## src/rtl/sha1sh_pkg.sv

```systemverilog
package sha1sh_pkg;

    localparam int BLOCK_WORDS  = 16;
    localparam int DIGEST_WORDS = 5;
    localparam int MSG_BITS     = 61;
    localparam int ROUND_BITS   = 5;

    localparam logic [ROUND_BITS-1:0] ROUNDS_LAST = 5'd19;
    localparam logic [2:0]            DIGEST_LAST = 3'd4;
    localparam logic [2:0]            WORD_BYTES  = 3'd4;
    localparam logic [7:0]            PAD_BYTE    = 8'h80;
    localparam logic [5:0]            POS_LEN     = 6'd56;

    localparam logic [31:0] SHA1_IV [DIGEST_WORDS] = '{
        32'h67452301, 32'hEFCDAB89, 32'h98BADCFE, 32'h10325476, 32'hC3D2E1F0
    };

    localparam logic [31:0] K_CH   = 32'h5A827999;
    localparam logic [31:0] K_PAR1 = 32'h6ED9EBA1;
    localparam logic [31:0] K_MAJ  = 32'h8F1BBCDC;
    localparam logic [31:0] K_PAR2 = 32'hCA62C1D6;

    // round groups of twenty
    localparam logic [1:0] STG_CH   = 2'd0;
    localparam logic [1:0] STG_PAR1 = 2'd1;
    localparam logic [1:0] STG_MAJ  = 2'd2;
    localparam logic [1:0] STG_PAR2 = 2'd3;

    // byte source for the merge unit
    localparam logic [1:0] SRC_IN   = 2'd0;
    localparam logic [1:0] SRC_HOLD = 2'd1;
    localparam logic [1:0] SRC_PAD  = 2'd2;
    localparam logic [1:0] SRC_ZERO = 2'd3;

    typedef struct packed {
        logic [31:0] data_word;
        logic [2:0]  byte_count;
        logic        final_word;
    } t_in;

    typedef struct packed {
        logic [31:0] digest_word;
        logic [2:0]  word_index;
        logic        last_of_digest;
    } t_out;

    typedef struct packed {
        logic       merge;
        logic [1:0] src;
        logic       len_wr;
        logic       round;
        logic [1:0] stage;
        logic       add;
        logic       dig_load;
    } t_cmd;

    typedef struct packed {
        logic wrap;
        logic rem_zero;
        logic pos56;
        logic out_busy;
    } t_status;

endpackage

```

## src/rtl/sha1sh_ctrl.sv

```systemverilog
module sha1sh_ctrl
    import sha1sh_pkg::*;
(
    input  logic    i_clk,
    input  logic    i_rst_n,
    input  logic    i_in_valid,
    input  logic    i_final_word,
    output logic    o_in_ready,
    output t_cmd    o_cmd,
    input  t_status i_status
);

    localparam logic [2:0] S_IDLE  = 3'd0;
    localparam logic [2:0] S_MERGE = 3'd1;
    localparam logic [2:0] S_PAD   = 3'd2;
    localparam logic [2:0] S_ZFILL = 3'd3;
    localparam logic [2:0] S_LEN   = 3'd4;
    localparam logic [2:0] S_ROUND = 3'd5;
    localparam logic [2:0] S_ADD   = 3'd6;
    localparam logic [2:0] S_DIG   = 3'd7;

    logic [2:0]            r_state, n_state;
    logic                  r_final, n_final;
    logic                  r_padded, n_padded;
    logic                  r_len_done, n_len_done;
    logic [ROUND_BITS-1:0] r_round, n_round;
    logic [1:0]            r_stage, n_stage;

    function automatic logic [2:0] f_next(input t_status st, input logic fin,
                                          input logic pad, input logic lend);
        logic [2:0] nxt;
        if (st.wrap) begin
            nxt = S_ROUND;
        end else if (!st.rem_zero) begin
            nxt = S_MERGE;
        end else if (!fin) begin
            nxt = S_IDLE;
        end else if (!pad) begin
            nxt = S_PAD;
        end else if (lend) begin
            nxt = S_DIG;
        end else if (st.pos56) begin
            nxt = S_LEN;
        end else begin
            nxt = S_ZFILL;
        end
        return nxt;
    endfunction

    assign o_in_ready = (r_state == S_IDLE);

    always_comb begin
        n_state    = r_state;
        n_final    = r_final;
        n_padded   = r_padded;
        n_len_done = r_len_done;
        n_round    = r_round;
        n_stage    = r_stage;
        o_cmd          = '0;
        o_cmd.stage    = r_stage;
        case (r_state)
            S_IDLE: begin
                if (i_in_valid) begin
                    o_cmd.merge = 1'b1;
                    o_cmd.src   = SRC_IN;
                    n_final     = i_final_word;
                    n_state     = f_next(i_status, n_final, n_padded, n_len_done);
                end
            end
            S_MERGE: begin
                o_cmd.merge = 1'b1;
                o_cmd.src   = SRC_HOLD;
                n_state     = f_next(i_status, n_final, n_padded, n_len_done);
            end
            S_PAD: begin
                o_cmd.merge = 1'b1;
                o_cmd.src   = SRC_PAD;
                n_padded    = 1'b1;
                n_state     = f_next(i_status, n_final, n_padded, n_len_done);
            end
            S_ZFILL: begin
                o_cmd.merge = 1'b1;
                o_cmd.src   = SRC_ZERO;
                n_state     = f_next(i_status, n_final, n_padded, n_len_done);
            end
            S_LEN: begin
                o_cmd.len_wr = 1'b1;
                n_len_done   = 1'b1;
                n_state      = S_ROUND;
            end
            S_ROUND: begin
                o_cmd.round = 1'b1;
                if (r_round == ROUNDS_LAST) begin
                    n_round = '0;
                    n_stage = r_stage + 2'd1;
                    if (r_stage == STG_PAR2) begin
                        n_state = S_ADD;
                    end
                end else begin
                    n_round = r_round + 5'd1;
                end
            end
            S_ADD: begin
                o_cmd.add = 1'b1;
                n_state   = f_next(i_status, n_final, n_padded, n_len_done);
            end
            S_DIG: begin
                // hold until the previous digest has drained
                if (!i_status.out_busy) begin
                    o_cmd.dig_load = 1'b1;
                    n_final        = 1'b0;
                    n_padded       = 1'b0;
                    n_len_done     = 1'b0;
                    n_state        = S_IDLE;
                end
            end
            default: begin
                n_state = S_IDLE;
            end
        endcase
    end

    always_ff @(posedge i_clk) begin
        if (!i_rst_n) begin
            r_state    <= S_IDLE;
            r_final    <= 1'b0;
            r_padded   <= 1'b0;
            r_len_done <= 1'b0;
            r_round    <= '0;
            r_stage    <= STG_CH;
        end else begin
            r_state    <= n_state;
            r_final    <= n_final;
            r_padded   <= n_padded;
            r_len_done <= n_len_done;
            r_round    <= n_round;
            r_stage    <= n_stage;
        end
    end

endmodule

```

## src/rtl/sha1sh_dpath.sv

```systemverilog
module sha1sh_dpath
    import sha1sh_pkg::*;
(
    input  logic    i_clk,
    input  logic    i_rst_n,
    input  t_in     i_in_data,
    input  t_cmd    i_cmd,
    output t_status o_status,
    output logic    o_out_valid,
    input  logic    i_out_ready,
    output t_out    o_out_data
);

    localparam logic [3:0] LEN_HI_IDX = 4'd14;
    localparam logic [3:0] LEN_LO_IDX = 4'd15;

    logic [31:0]         r_sched [BLOCK_WORDS];
    logic [31:0]         r_chain [DIGEST_WORDS];
    logic [31:0]         r_dig   [DIGEST_WORDS];
    logic [31:0]         r_a, r_b, r_c, r_d, r_e;
    logic [31:0]         r_hold, n_hold;
    logic [2:0]          r_rem, n_rem;
    logic [5:0]          r_pos, n_pos;
    logic [MSG_BITS-1:0] r_msg;
    logic [2:0]          r_out_left;
    logic [2:0]          r_out_idx;

    logic [31:0] w_src;
    logic [2:0]  w_rem_src;
    logic [1:0]  w_off;
    logic [2:0]  w_room;
    logic [2:0]  w_n;
    logic [6:0]  w_pos_sum;
    logic [31:0] w_aligned;
    logic [3:0]  w_lane_en;
    logic [3:0]  w_idx;
    logic [31:0] w_f, w_k, w_tmp, w_new_w;
    logic        w_out_take;

    // merge unit: place as many bytes as fit in the current buffer word
    always_comb begin
        case (i_cmd.src)
            SRC_IN: begin
                w_src     = i_in_data.data_word;
                w_rem_src = (i_in_data.byte_count > WORD_BYTES) ? WORD_BYTES
                                                                : i_in_data.byte_count;
            end
            SRC_HOLD: begin
                w_src     = r_hold;
                w_rem_src = r_rem;
            end
            SRC_PAD: begin
                w_src     = {PAD_BYTE, 24'h000000};
                w_rem_src = WORD_BYTES;
            end
            default: begin
                w_src     = '0;
                w_rem_src = WORD_BYTES;
            end
        endcase
    end

    assign w_off     = r_pos[1:0];
    assign w_idx     = r_pos[5:2];
    assign w_room    = WORD_BYTES - {1'b0, w_off};
    assign w_n       = !i_cmd.merge ? 3'd0 : ((w_rem_src < w_room) ? w_rem_src : w_room);
    assign w_pos_sum = {1'b0, r_pos} + {4'b0000, w_n};
    assign w_aligned = w_src >> {w_off, 3'b000};

    always_comb begin
        for (int l = 0; l < 4; l++) begin
            w_lane_en[l] = ({1'b0, l[1:0]} >= {1'b0, w_off}) &&
                           ({1'b0, l[1:0]} < ({1'b0, w_off} + w_n));
        end
    end

    always_comb begin
        n_hold = r_hold;
        n_rem  = r_rem;
        n_pos  = r_pos;
        if (i_cmd.merge) begin
            n_hold = w_src << {w_n, 3'b000};
            n_rem  = (i_cmd.src == SRC_IN || i_cmd.src == SRC_HOLD) ? (w_rem_src - w_n)
                                                                   : 3'd0;
            n_pos  = w_pos_sum[5:0];
        end else if (i_cmd.len_wr) begin
            n_pos = '0;
        end
    end

    assign o_status.wrap     = w_pos_sum[6];
    assign o_status.rem_zero = (n_rem == 3'd0);
    assign o_status.pos56    = (n_pos == POS_LEN);
    assign o_status.out_busy = (r_out_left != 3'd0);

    // round function
    always_comb begin
        case (i_cmd.stage)
            STG_CH: begin
                w_f = r_d ^ (r_b & (r_c ^ r_d));
                w_k = K_CH;
            end
            STG_PAR1: begin
                w_f = r_b ^ r_c ^ r_d;
                w_k = K_PAR1;
            end
            STG_MAJ: begin
                w_f = (r_b & r_c) | (r_d & (r_b | r_c));
                w_k = K_MAJ;
            end
            default: begin
                w_f = r_b ^ r_c ^ r_d;
                w_k = K_PAR2;
            end
        endcase
    end

    assign w_tmp   = {r_a[26:0], r_a[31:27]} + w_f + r_e + w_k + r_sched[0];
    assign w_new_w = r_sched[13] ^ r_sched[8] ^ r_sched[2] ^ r_sched[0];

    // schedule window: entry 0 always holds the word of the current round
    always_ff @(posedge i_clk) begin
        if (i_cmd.round) begin
            for (int j = 0; j < BLOCK_WORDS - 1; j++) begin
                r_sched[j] <= r_sched[j+1];
            end
            r_sched[BLOCK_WORDS-1] <= {w_new_w[30:0], w_new_w[31]};
        end else if (i_cmd.len_wr) begin
            r_sched[LEN_HI_IDX] <= r_msg[MSG_BITS-1:29];
            r_sched[LEN_LO_IDX] <= {r_msg[28:0], 3'b000};
        end else if (i_cmd.merge) begin
            for (int l = 0; l < 4; l++) begin
                if (w_lane_en[l]) begin
                    r_sched[w_idx][31-8*l -: 8] <= w_aligned[31-8*l -: 8];
                end
            end
        end
    end

    always_ff @(posedge i_clk) begin
        if (i_cmd.merge) begin
            r_hold <= n_hold;
        end
    end

    assign w_out_take = o_out_valid && i_out_ready;

    always_ff @(posedge i_clk) begin
        if (i_cmd.dig_load) begin
            for (int i = 0; i < DIGEST_WORDS; i++) begin
                r_dig[i] <= r_chain[i];
            end
        end else if (w_out_take) begin
            for (int i = 0; i < DIGEST_WORDS - 1; i++) begin
                r_dig[i] <= r_dig[i+1];
            end
        end
    end

    always_ff @(posedge i_clk) begin
        if (!i_rst_n) begin
            for (int i = 0; i < DIGEST_WORDS; i++) begin
                r_chain[i] <= SHA1_IV[i];
            end
            r_a        <= SHA1_IV[0];
            r_b        <= SHA1_IV[1];
            r_c        <= SHA1_IV[2];
            r_d        <= SHA1_IV[3];
            r_e        <= SHA1_IV[4];
            r_rem      <= '0;
            r_pos      <= '0;
            r_msg      <= '0;
            r_out_left <= '0;
            r_out_idx  <= '0;
        end else begin
            r_rem <= n_rem;
            r_pos <= n_pos;
            if (i_cmd.merge && i_cmd.src == SRC_IN) begin
                r_msg <= r_msg + {{(MSG_BITS-3){1'b0}}, w_rem_src};
            end
            if (i_cmd.round) begin
                r_a <= w_tmp;
                r_b <= r_a;
                r_c <= {r_b[1:0], r_b[31:2]};
                r_d <= r_c;
                r_e <= r_d;
            end else if (i_cmd.add) begin
                // keep the working registers equal to the chain between blocks
                r_chain[0] <= r_chain[0] + r_a;
                r_chain[1] <= r_chain[1] + r_b;
                r_chain[2] <= r_chain[2] + r_c;
                r_chain[3] <= r_chain[3] + r_d;
                r_chain[4] <= r_chain[4] + r_e;
                r_a        <= r_chain[0] + r_a;
                r_b        <= r_chain[1] + r_b;
                r_c        <= r_chain[2] + r_c;
                r_d        <= r_chain[3] + r_d;
                r_e        <= r_chain[4] + r_e;
            end else if (i_cmd.dig_load) begin
                for (int i = 0; i < DIGEST_WORDS; i++) begin
                    r_chain[i] <= SHA1_IV[i];
                end
                r_a   <= SHA1_IV[0];
                r_b   <= SHA1_IV[1];
                r_c   <= SHA1_IV[2];
                r_d   <= SHA1_IV[3];
                r_e   <= SHA1_IV[4];
                r_msg <= '0;
            end
            if (i_cmd.dig_load) begin
                r_out_left <= 3'(DIGEST_WORDS);
                r_out_idx  <= '0;
            end else if (w_out_take) begin
                r_out_left <= r_out_left - 3'd1;
                r_out_idx  <= r_out_idx + 3'd1;
            end
        end
    end

    assign o_out_valid                = (r_out_left != 3'd0);
    assign o_out_data.digest_word    = r_dig[0];
    assign o_out_data.word_index     = r_out_idx;
    assign o_out_data.last_of_digest = (r_out_idx == DIGEST_LAST);

endmodule

```

## src/rtl/sha1_stream_hasher_unit.sv

```systemverilog
// Full input word: a second merge step when it straddles a buffer word; the word that fills a
// 64-byte block then starts 80 rounds on one round unit, followed by the chain update.
// Input is not accepted while a block is being padded or compressed.
// Final word: pad and zero-fill steps, the length write, and one or two compressions;
// once the previous digest has left, the output loads, then one word per cycle while ready.
// Reset: synchronous, active low; chain returns to the initial vector, counts to zero.
module sha1_stream_hasher_unit
    import sha1sh_pkg::*;
(
    input  logic i_clk,
    input  logic i_rst_n,
    input  logic i_in_valid,
    output logic o_in_ready,
    input  t_in  i_in_data,
    output logic o_out_valid,
    input  logic i_out_ready,
    output t_out o_out_data
);

    t_cmd    w_cmd;
    t_status w_status;

    sha1sh_ctrl u_ctrl (
        .i_clk        (i_clk),
        .i_rst_n      (i_rst_n),
        .i_in_valid   (i_in_valid),
        .i_final_word (i_in_data.final_word),
        .o_in_ready   (o_in_ready),
        .o_cmd        (w_cmd),
        .i_status     (w_status)
    );

    sha1sh_dpath u_dpath (
        .i_clk       (i_clk),
        .i_rst_n     (i_rst_n),
        .i_in_data   (i_in_data),
        .i_cmd       (w_cmd),
        .o_status    (w_status),
        .o_out_valid (o_out_valid),
        .i_out_ready (i_out_ready),
        .o_out_data  (o_out_data)
    );

`ifndef SYNTHESIS
    a_dig_no_overwrite: assert property (@(posedge i_clk) disable iff (!i_rst_n)
        w_cmd.dig_load |-> !o_out_valid)
        else $error("digest loaded over a pending request");

    a_digest_continues: assert property (@(posedge i_clk) disable iff (!i_rst_n)
        (o_out_valid && i_out_ready && !o_out_data.last_of_digest) |=> o_out_valid)
        else $error("digest stream broke before its last word");

    a_final_busy: assert property (@(posedge i_clk) disable iff (!i_rst_n)
        (i_in_valid && o_in_ready && i_in_data.final_word) |=> !o_in_ready)
        else $error("input ready right after a final word");

    a_round_not_ready: assert property (@(posedge i_clk) disable iff (!i_rst_n)
        (w_cmd.round || w_cmd.add) |-> !o_in_ready)
        else $error("input ready during compression");
`endif

endmodule

```

## config.mk

```make
export PLATFORM = sky130hd
export DESIGN_NAME = sha1_stream_hasher_unit
export DESIGN_NICKNAME = d
export VERILOG_FILES = /design/src/rtl/sha1sh_pkg.sv /design/src/rtl/sha1sh_ctrl.sv /design/src/rtl/sha1sh_dpath.sv /design/src/rtl/sha1_stream_hasher_unit.sv
export SDC_FILE = /design/constraint.sdc
export NUM_CORES = 2
export LEC_CHECK = 0
export ABC_AREA = 1
export BUFFER_PORTS_ARGS = -buffer_cell sky130_fd_sc_hd__buf_2
export CAP_MARGIN = 10
export CORE_ASPECT_RATIO = 2
export CORE_MARGIN = 3
export CORE_UTILIZATION = 41
export CTS_CLUSTER_SIZE = 8
export DETAILED_ROUTE_END_ITERATION = 8
export PLACE_DENSITY_LB_ADDON = 0.08
export REMOVE_ABC_BUFFERS = 1
export SYNTH_ARGS = -nofsm -noshare
export SYNTH_HDL_FRONTEND = slang
export SYNTH_SLANG_ARGS = --single-unit
```

## constraint.sdc

```tcl
create_clock -name i_clk -period 6.55 [get_ports i_clk]
set_input_delay 0 -clock i_clk [delete_from_list [all_inputs] [get_ports i_clk]]
set_output_delay 0 -clock i_clk [all_outputs]
set_load 0.05 [all_outputs]
```

## Word-level counts from Yosys, hierarchy flattened

Memory sizes are Yosys's and may differ from the RTL's.
Index checks and enable logic that the tools add are counted.

| operators by class | value |
|---|---|
| add/subtract/negate cells | 18 |
| $lt $le $gt $ge | 9 |
| equality and inequality tests | 19 |
| shift operators | 2 |
| mux-type cells | 120 |
| bitwise logic cells | 29 |
| reductions and logical operators | 24 |

Operators by type and width:

| kind | count |
|---|---|
| $mux 32 | 32 |
| $add 32x32->32 | 9 |
| $mux 61 | 4 |
| $xor 32x32->32 | 7 |
| $pmux 32 s3 | 2 |
| $and 32x32->32 | 3 |
| $mux 3 | 24 |
| $or 32x32->32 | 2 |
| $pmux 32 s2 | 1 |
| $add 61x3->61 | 1 |
| $mux 1 | 46 |
| $reduce_or 32->1 | 1 |
| $shl 32x6->32 | 1 |
| $shr 32x5->32 | 1 |
| $pmux 3 s6 | 1 |
| $or 1x1->1 | 16 |
| $eq 3x3->1 const B | 5 |
| $mux 6 | 2 |
| $pmux 3 s4 | 1 |
| $mux 4 | 2 |
| $reduce_bool 2->1 | 4 |
| $add 6x3->7 | 1 |
| $eq 2x2->1 const B | 3 |
| $eq 3x2->1 const B | 2 |
| 33 further kinds | 50 |

| storage, ports and cells | value |
|---|---|
| bits in registers | 281 |
| memory bits (writable) | 832 |
| output and inout bits | 38 |
| word-level logic and storage cells | 242 |
| memories | 3 |

Memory list:

| memory | words | width | rd ports | clocked after Yosys merged registers in | write ports | line | RTL |
|---|---|---|---|---|---|---|---|
| u_dpath.r_sched | 16 | 32 | 16 | 0 | 16 | sha1sh_dpath.sv:17 | `logic [31:0] r_sched [BLOCK_WORDS];` |
| u_dpath.r_chain | 5 | 32 | 5 | 0 | 5 | sha1sh_dpath.sv:18 | `logic [31:0] r_chain [DIGEST_WORDS];` |
| u_dpath.r_dig | 5 | 32 | 5 | 0 | 5 | sha1sh_dpath.sv:19 | `logic [31:0] r_dig [DIGEST_WORDS];` |

## Logic depth before layout (Yosys ltp)

| logic depth | value |
|---|---|
| depth after elaboration | 18 |
| mapped depth | 33 |
| gate-level depth less buffers | 31 |

## Cells and area by module

A second synthesis with hierarchy kept.

| unflattened totals | value |
|---|---|
| cell total of the unflattened synthesis | 8,086 |
| area, all modules | 67,823.8 µm² |

By module, submodules not included:

| module | times used | cells an instance | area each (µm²) |
|---|---|---|---|
| sha1sh_dpath | 1 | 7,952 | 66,889.2 |
| sha1sh_ctrl | 1 | 134 | 934.6 |

## Least setup slack after synthesis

No wires, ideal clock.

| path | value |
|---|---|
| kind | reg-to-reg |
| start | reg u_dpath.r_out_left[0] |
| end | mem u_dpath.r_chain[0][0], enable pin |
| setup time | 0.526 ns |
| arrival | 6.486 ns |
| data required time | 6.024 ns |
| slack | -0.462 ns |
| stages on the path, launching flop included | 8 |
| path buffers | 1 |
| clock period less this slack | 7.012 ns |
| cells stage by stage | dfxtp_1 > inv_1 > ha_1 > nand2_1 > nor2_1 > nor2_1 > clkbuf_1 > nand2_1 |

RTL lines:

| what | line | RTL |
|---|---|---|
| start, declared | sha1sh_dpath.sv:25 | `logic [2:0] r_out_left;` |
| start signal, assigned | sha1sh_dpath.sv:211 | `r_out_left <= 3'(DIGEST_WORDS);` |
| start signal, assigned | sha1sh_dpath.sv:214 | `r_out_left <= r_out_left - 3'd1;` |
| end, declared | sha1sh_dpath.sv:18 |  |

## Worst setup path after layout

| path | value |
|---|---|
| start | reg u_ctrl.r_stage[0] |
| end | reg u_dpath.r_a[23] |

| on the way | value |
|---|---|
| word-level cells in the longest chain between the ends | 7 |
| elaborated cells on any way between the ends | 10 |

RTL lines:

| what | line | RTL |
|---|---|---|
| start, declared | sha1sh_ctrl.sv:27 | `logic [1:0] r_stage, n_stage;` |
| start signal, assigned | sha1sh_ctrl.sv:137 | `r_stage <= n_stage;` |
| $eq 2x2->1 or $logic_not 2->1 (tied branches) | sha1sh_dpath.sv:98 | `case (i_cmd.stage)` |
| $pmux 32 s2 | sha1sh_dpath.sv:98 |  |
| $add 32x32->32 (2 in a row) | sha1sh_dpath.sv:118 | `assign w_tmp = {r_a[26:0], r_a[31:27]} + w_f + r_e + w_k + r_sched[0];` |
| $add 32x32->32 (*) (2 in a row) | sha1sh_dpath.sv:118 |  |
| $mux 32 (*) | sha1sh_dpath.sv:181 | `if (i_cmd.round) begin` |
| end signal, assigned | sha1sh_dpath.sv:182 | `r_a <= w_tmp;` |
| end signal, assigned | sha1sh_dpath.sv:194 | `r_a <= r_chain[0] + r_a;` |
| end signal, assigned | sha1sh_dpath.sv:203 | `r_a <= SHA1_IV[0];` |
| end, declared | sha1sh_dpath.sv:20 | `logic [31:0] r_a, r_b, r_c, r_d, r_e;` |

Mark *: on every way between the ends. The rest lies on a longest branch, timed or not.
A chain may end at the register's enable or synchronous reset.

==> summary.txt <==
Yosys
  • Synth Instances: 7,640
  • Post-synthesis average cell area: 8.491 sq um
  • Netlist cell types: 56
  • Synthesized area: 64,870 sq um
  • Number of synthesized flops with an enable pin: 864
  • Synth Register Bits: 1,113
  • Ys Warns: 0
  • Seq/Total Area, Yosys: 47.68%
  • Synth Flop Type: edfxtp_1
  • Async SR Flop Fraction: 0%

Global routing
  • First-pass GRT wire length: 406.1 mm
  • Grt ovf: 0
  • Tot GR Track Use: 35.06%
  • Antenna violations before repair: 10
  • Vias in the first global route: 58,120
  • Largest net degree at the start of global routing: 86

STA
  • Setup Skew: 0.06814 ns
  • Slew headroom: 10.37%
  • Final-report hold violation count: 0
  • Worst Tran Pin Value: 1.330 ns
  • Peak Freq: 0.1618 GHz
  • Unrepaired setup endpoints after global routing: false
  • Minimum clock period: 6.180 ns
  • Period utilisation layout: 94.35%
  • Max Slew Vio Count: 0
  • Final setup viols: 0

Power and ir drop
  • Leak: 29.12 nW
  • Pwr dens: 498.8 nW/um^2
  • Worst vdd ir: 0.4813 mV
  • Total chip power: 36.27 mW

Clocking
  • CTS tree: built
  • Post-CTS sizing: 0
  • Clock-pin slew on the worst setup and hold paths: 0.06 ns
  • Inserted Clock Buffers: 165
  • Clock buffer depth: 4
  • Max H-tree Level: 4
  • Clock Sinks: 1,113
  • Clk_lat worst skew: 0.83 ns
  • Clk root buf: clkbuf_16

Critical path
  • Arr. time, crit path: 6.84 ns
  • Startpoint type of the worst setup path: flop
  • Crit Path Max Fanout: 72
  • Setup CP Type: reg2reg
  • Worst setup EP type: flop
  • Worst path required time: 7.21 ns

Floorplan
  • Num ports: 78
  • Core ar.: 156,500 sq um
  • Die W: 287.3 microns
  • DIE AREA: 163,300 sq um
  • Die H: 568.5 microns
  • Initial Util: 41.46%
  • Row cnt: 205

Cells and area
  • Final Non-Filler Cells: 9,916
  • Layout cells sized above 1: 6.082%
  • Filler Cell Count: 15,750
  • Nets@finish: 8,135
  • Area delta synth->final: 12.09%

Route
  • DR vias: 56,590
  • Wire length on met2: 150.5 mm
  • Drt wl/cell: 29.19 microns
  • DRT iter0 DRCs: 3,821
  • Vias per std cell: 5.707
  • Uppermost layer routed: met5
  • ANT nets after route: 0
  • Wire length on met1: 86.67 mm
  • WL met3: 12.35 mm
  • DRC: 0
  • Drt total wl: 289.4 mm
  • Drt pass-1 iters: 6

Placed design
  • Placed Cells incl. Taps: 9,562
  • IO Port Bufs: 77
  • Post-DP HPWL: 221.0 mm
  • Placer Congestion: 1.028

Worst hold path
  • HP Class: in2reg

Flow run
  • Max Cap Violations: 0

Run status
  • Outcome: finished, final reports clean
## final cells by class
class,instances,area (sq um),area share [%]
antenna,3,7.507,0.01032
inverter,747,2820,3.878
clock inverter,5,91.34,0.1256
sequential,1113,30930,42.54
timing repair buffer,251,1956,2.689
clock buffer,284,4618,6.351
tap,2070,2590,3.562
multi-input combinational,5443,29700,40.85
## cells in the mapped netlist, types with 3 or more instances
cell type,n,area share [%]
a211oi_1,10,0.12
a21boi_0,19,0.22
a21o_1,14,0.16
a21oi_1,363,2.8
a22oi_1,32,0.37
a31o_2,3,0.041
a31oi_1,78,0.75
and3_1,9,0.087
buf_1,11,0.064
buf_2,54,0.42
buf_4,41,0.47
buf_6,5,0.087
clkbuf_1,226,1.3
clkinv_1,4,0.023
dfxtp_1,249,7.7
edfxtp_1,864,40
fa_1,96,3.0
ha_1,278,5.4
inv_1,731,4.2
inv_2,12,0.069
nand2_1,2008,12
nand2_2,15,0.14
nand3_1,341,2.6
nand3_2,3,0.046
nand3b_1,24,0.28
nand4_1,72,0.69
nor2_1,570,3.3
nor3_1,89,0.69
nor4_1,17,0.16
o211ai_1,106,1.2
o21a_1,22,0.25
o21ai_0,878,6.8
o21ai_1,10,0.077
o21bai_1,37,0.43
o221a_2,3,0.052
o221ai_1,27,0.36
o22ai_1,34,0.33
o311ai_0,19,0.26
o32ai_1,19,0.26
or2_1,3,0.029
or2_2,46,0.44
xnor2_1,84,1.1
xor2_1,96,1.3
## worst max-delay path, cell delays in order, from the launching register on
cell and delay [ns]:
dfxtp_1 0.39, inv_1 0.14, buf_4 0.22, ha_1 0.23, inv_2 0.27, buf_12 0.29
o21ai_0 0.12, a21oi_1 0.13, o32ai_1 0.11, buf_4 0.16, fa_1 0.53, inv_1 0.06
fa_1 0.51, fa_1 0.55, ha_1 0.33, buf_4 0.13, nand2_1 0.09, nor2_1 0.14
inv_1 0.09, nor2_1 0.36, nand4_1 0.38, nand3_1 0.32, nand2_1 0.09, nand2_1 0.07
o211ai_1 0.09, nand2_1 0.10, inv_1 0.05
## registers in the layout (all words and copies together), names as in the netlist, 5 cells and up
register         count
u_ctrl.r_round       5
u_dpath.r_a         32
u_dpath.r_b         32
u_dpath.r_c         32
u_dpath.r_chain    160
u_dpath.r_d         32
u_dpath.r_dig      160
u_dpath.r_e         32
u_dpath.r_hold      32
u_dpath.r_msg       61
u_dpath.r_pos        6
u_dpath.r_sched    512
## timing repair
item	in CTS	in global routing
hold buffers	55	0
buffers inserted	0	0
hold endpoints to repair	73	0
## power breakdown
group | total (mW) | leakage (nW) | switching, mW | internal [mW]
Clock | 8.06 | 2.24 | 3.28 | 4.78
Sequential | 10.4 | 9.79 | 0.957 | 9.46
Combinational | 17.8 | 17.1 | 12.6 | 5.19
Total | 36.3 | 29.1 | 16.8 | 19.4
## cell usage in the layout (no fill, tap or decap), types with 72 or more instances in the layout
cell       instances
dfxtp_1          249
edfxtp_1         864
fa_1              96
nand2_1         2004
o21ai_0          867
clkbuf_1         117
xnor2_1           84
o211ai_1         106
nor3_1            88
buf_4            107
a21oi_1          363
clkbuf_16        167
nand3_1          341
xor2_1            96
nand4_1           72
a31oi_1           78
ha_1             278
buf_2             77
nor2_1           566
inv_1            729
## final timing paths
path                            depth (start not counted)                     from  slack, ns                     end
worst max-delay path                                   26        u_ctrl.r_stage[0]       0.37         u_dpath.r_a[23]
worst min-delay path                                    6            i_in_data[30]       0.11  u_dpath.r_sched[7][26]
worst max register to register                         26        u_ctrl.r_stage[0]       0.37         u_dpath.r_a[23]
worst min register to register                          0  u_dpath.r_chain[0][143]       0.46    u_dpath.r_dig[1][15]
## per-stage QoR
step	hold slack, ns	worst slack (ns)	setup TNS (ns)	utilization, %	instance area [sq um]
finish	0.1126	0.3703	0	46.47	72710
global route	0.1724	0.05244	0	46.47	72710
CTS	0.1093	0.6327	0	46.43	72640
detailed placement	0.3980	0.6921	0	43.06	67380
global placement	0.3975	0.7574	0	43.06	67370
floorplan	0.06920	-5.664	-1680.41	-	63350
## layer usage
| layer | global-route usage [%] | up-vias |
|---|---|---|
| met3 | 4.918 | 1023 |
| met5 | 0.5723 | - |
| met2 | 64.69 | 1993 |
| met4 | 38.26 | 6 |
| met1 | 30.39 | 27330 |
| li1 | - | 26230 |
## kinds of logic (layout without fill, tap and decap cells)
| kind of cell | after synthesis | count (layout) | synth area share, % |
|---|---|---|---|
| AOI/OAI and AO/OA | 1683 | 1683 | 14.63 |
| xor gates and xnor gates | 180 | 180 | 2.430 |
| adders and majority gates | 374 | 374 | 8.324 |
| buffers and inverters | 1084 | 1287 | 6.671 |
| DFF | 1113 | 1113 | 47.68 |
| other | 0 | 3 | 0 |
| and+or+nand+nor | 3206 | 3206 | 20.27 |
Power figures use the tool's default switching activity.
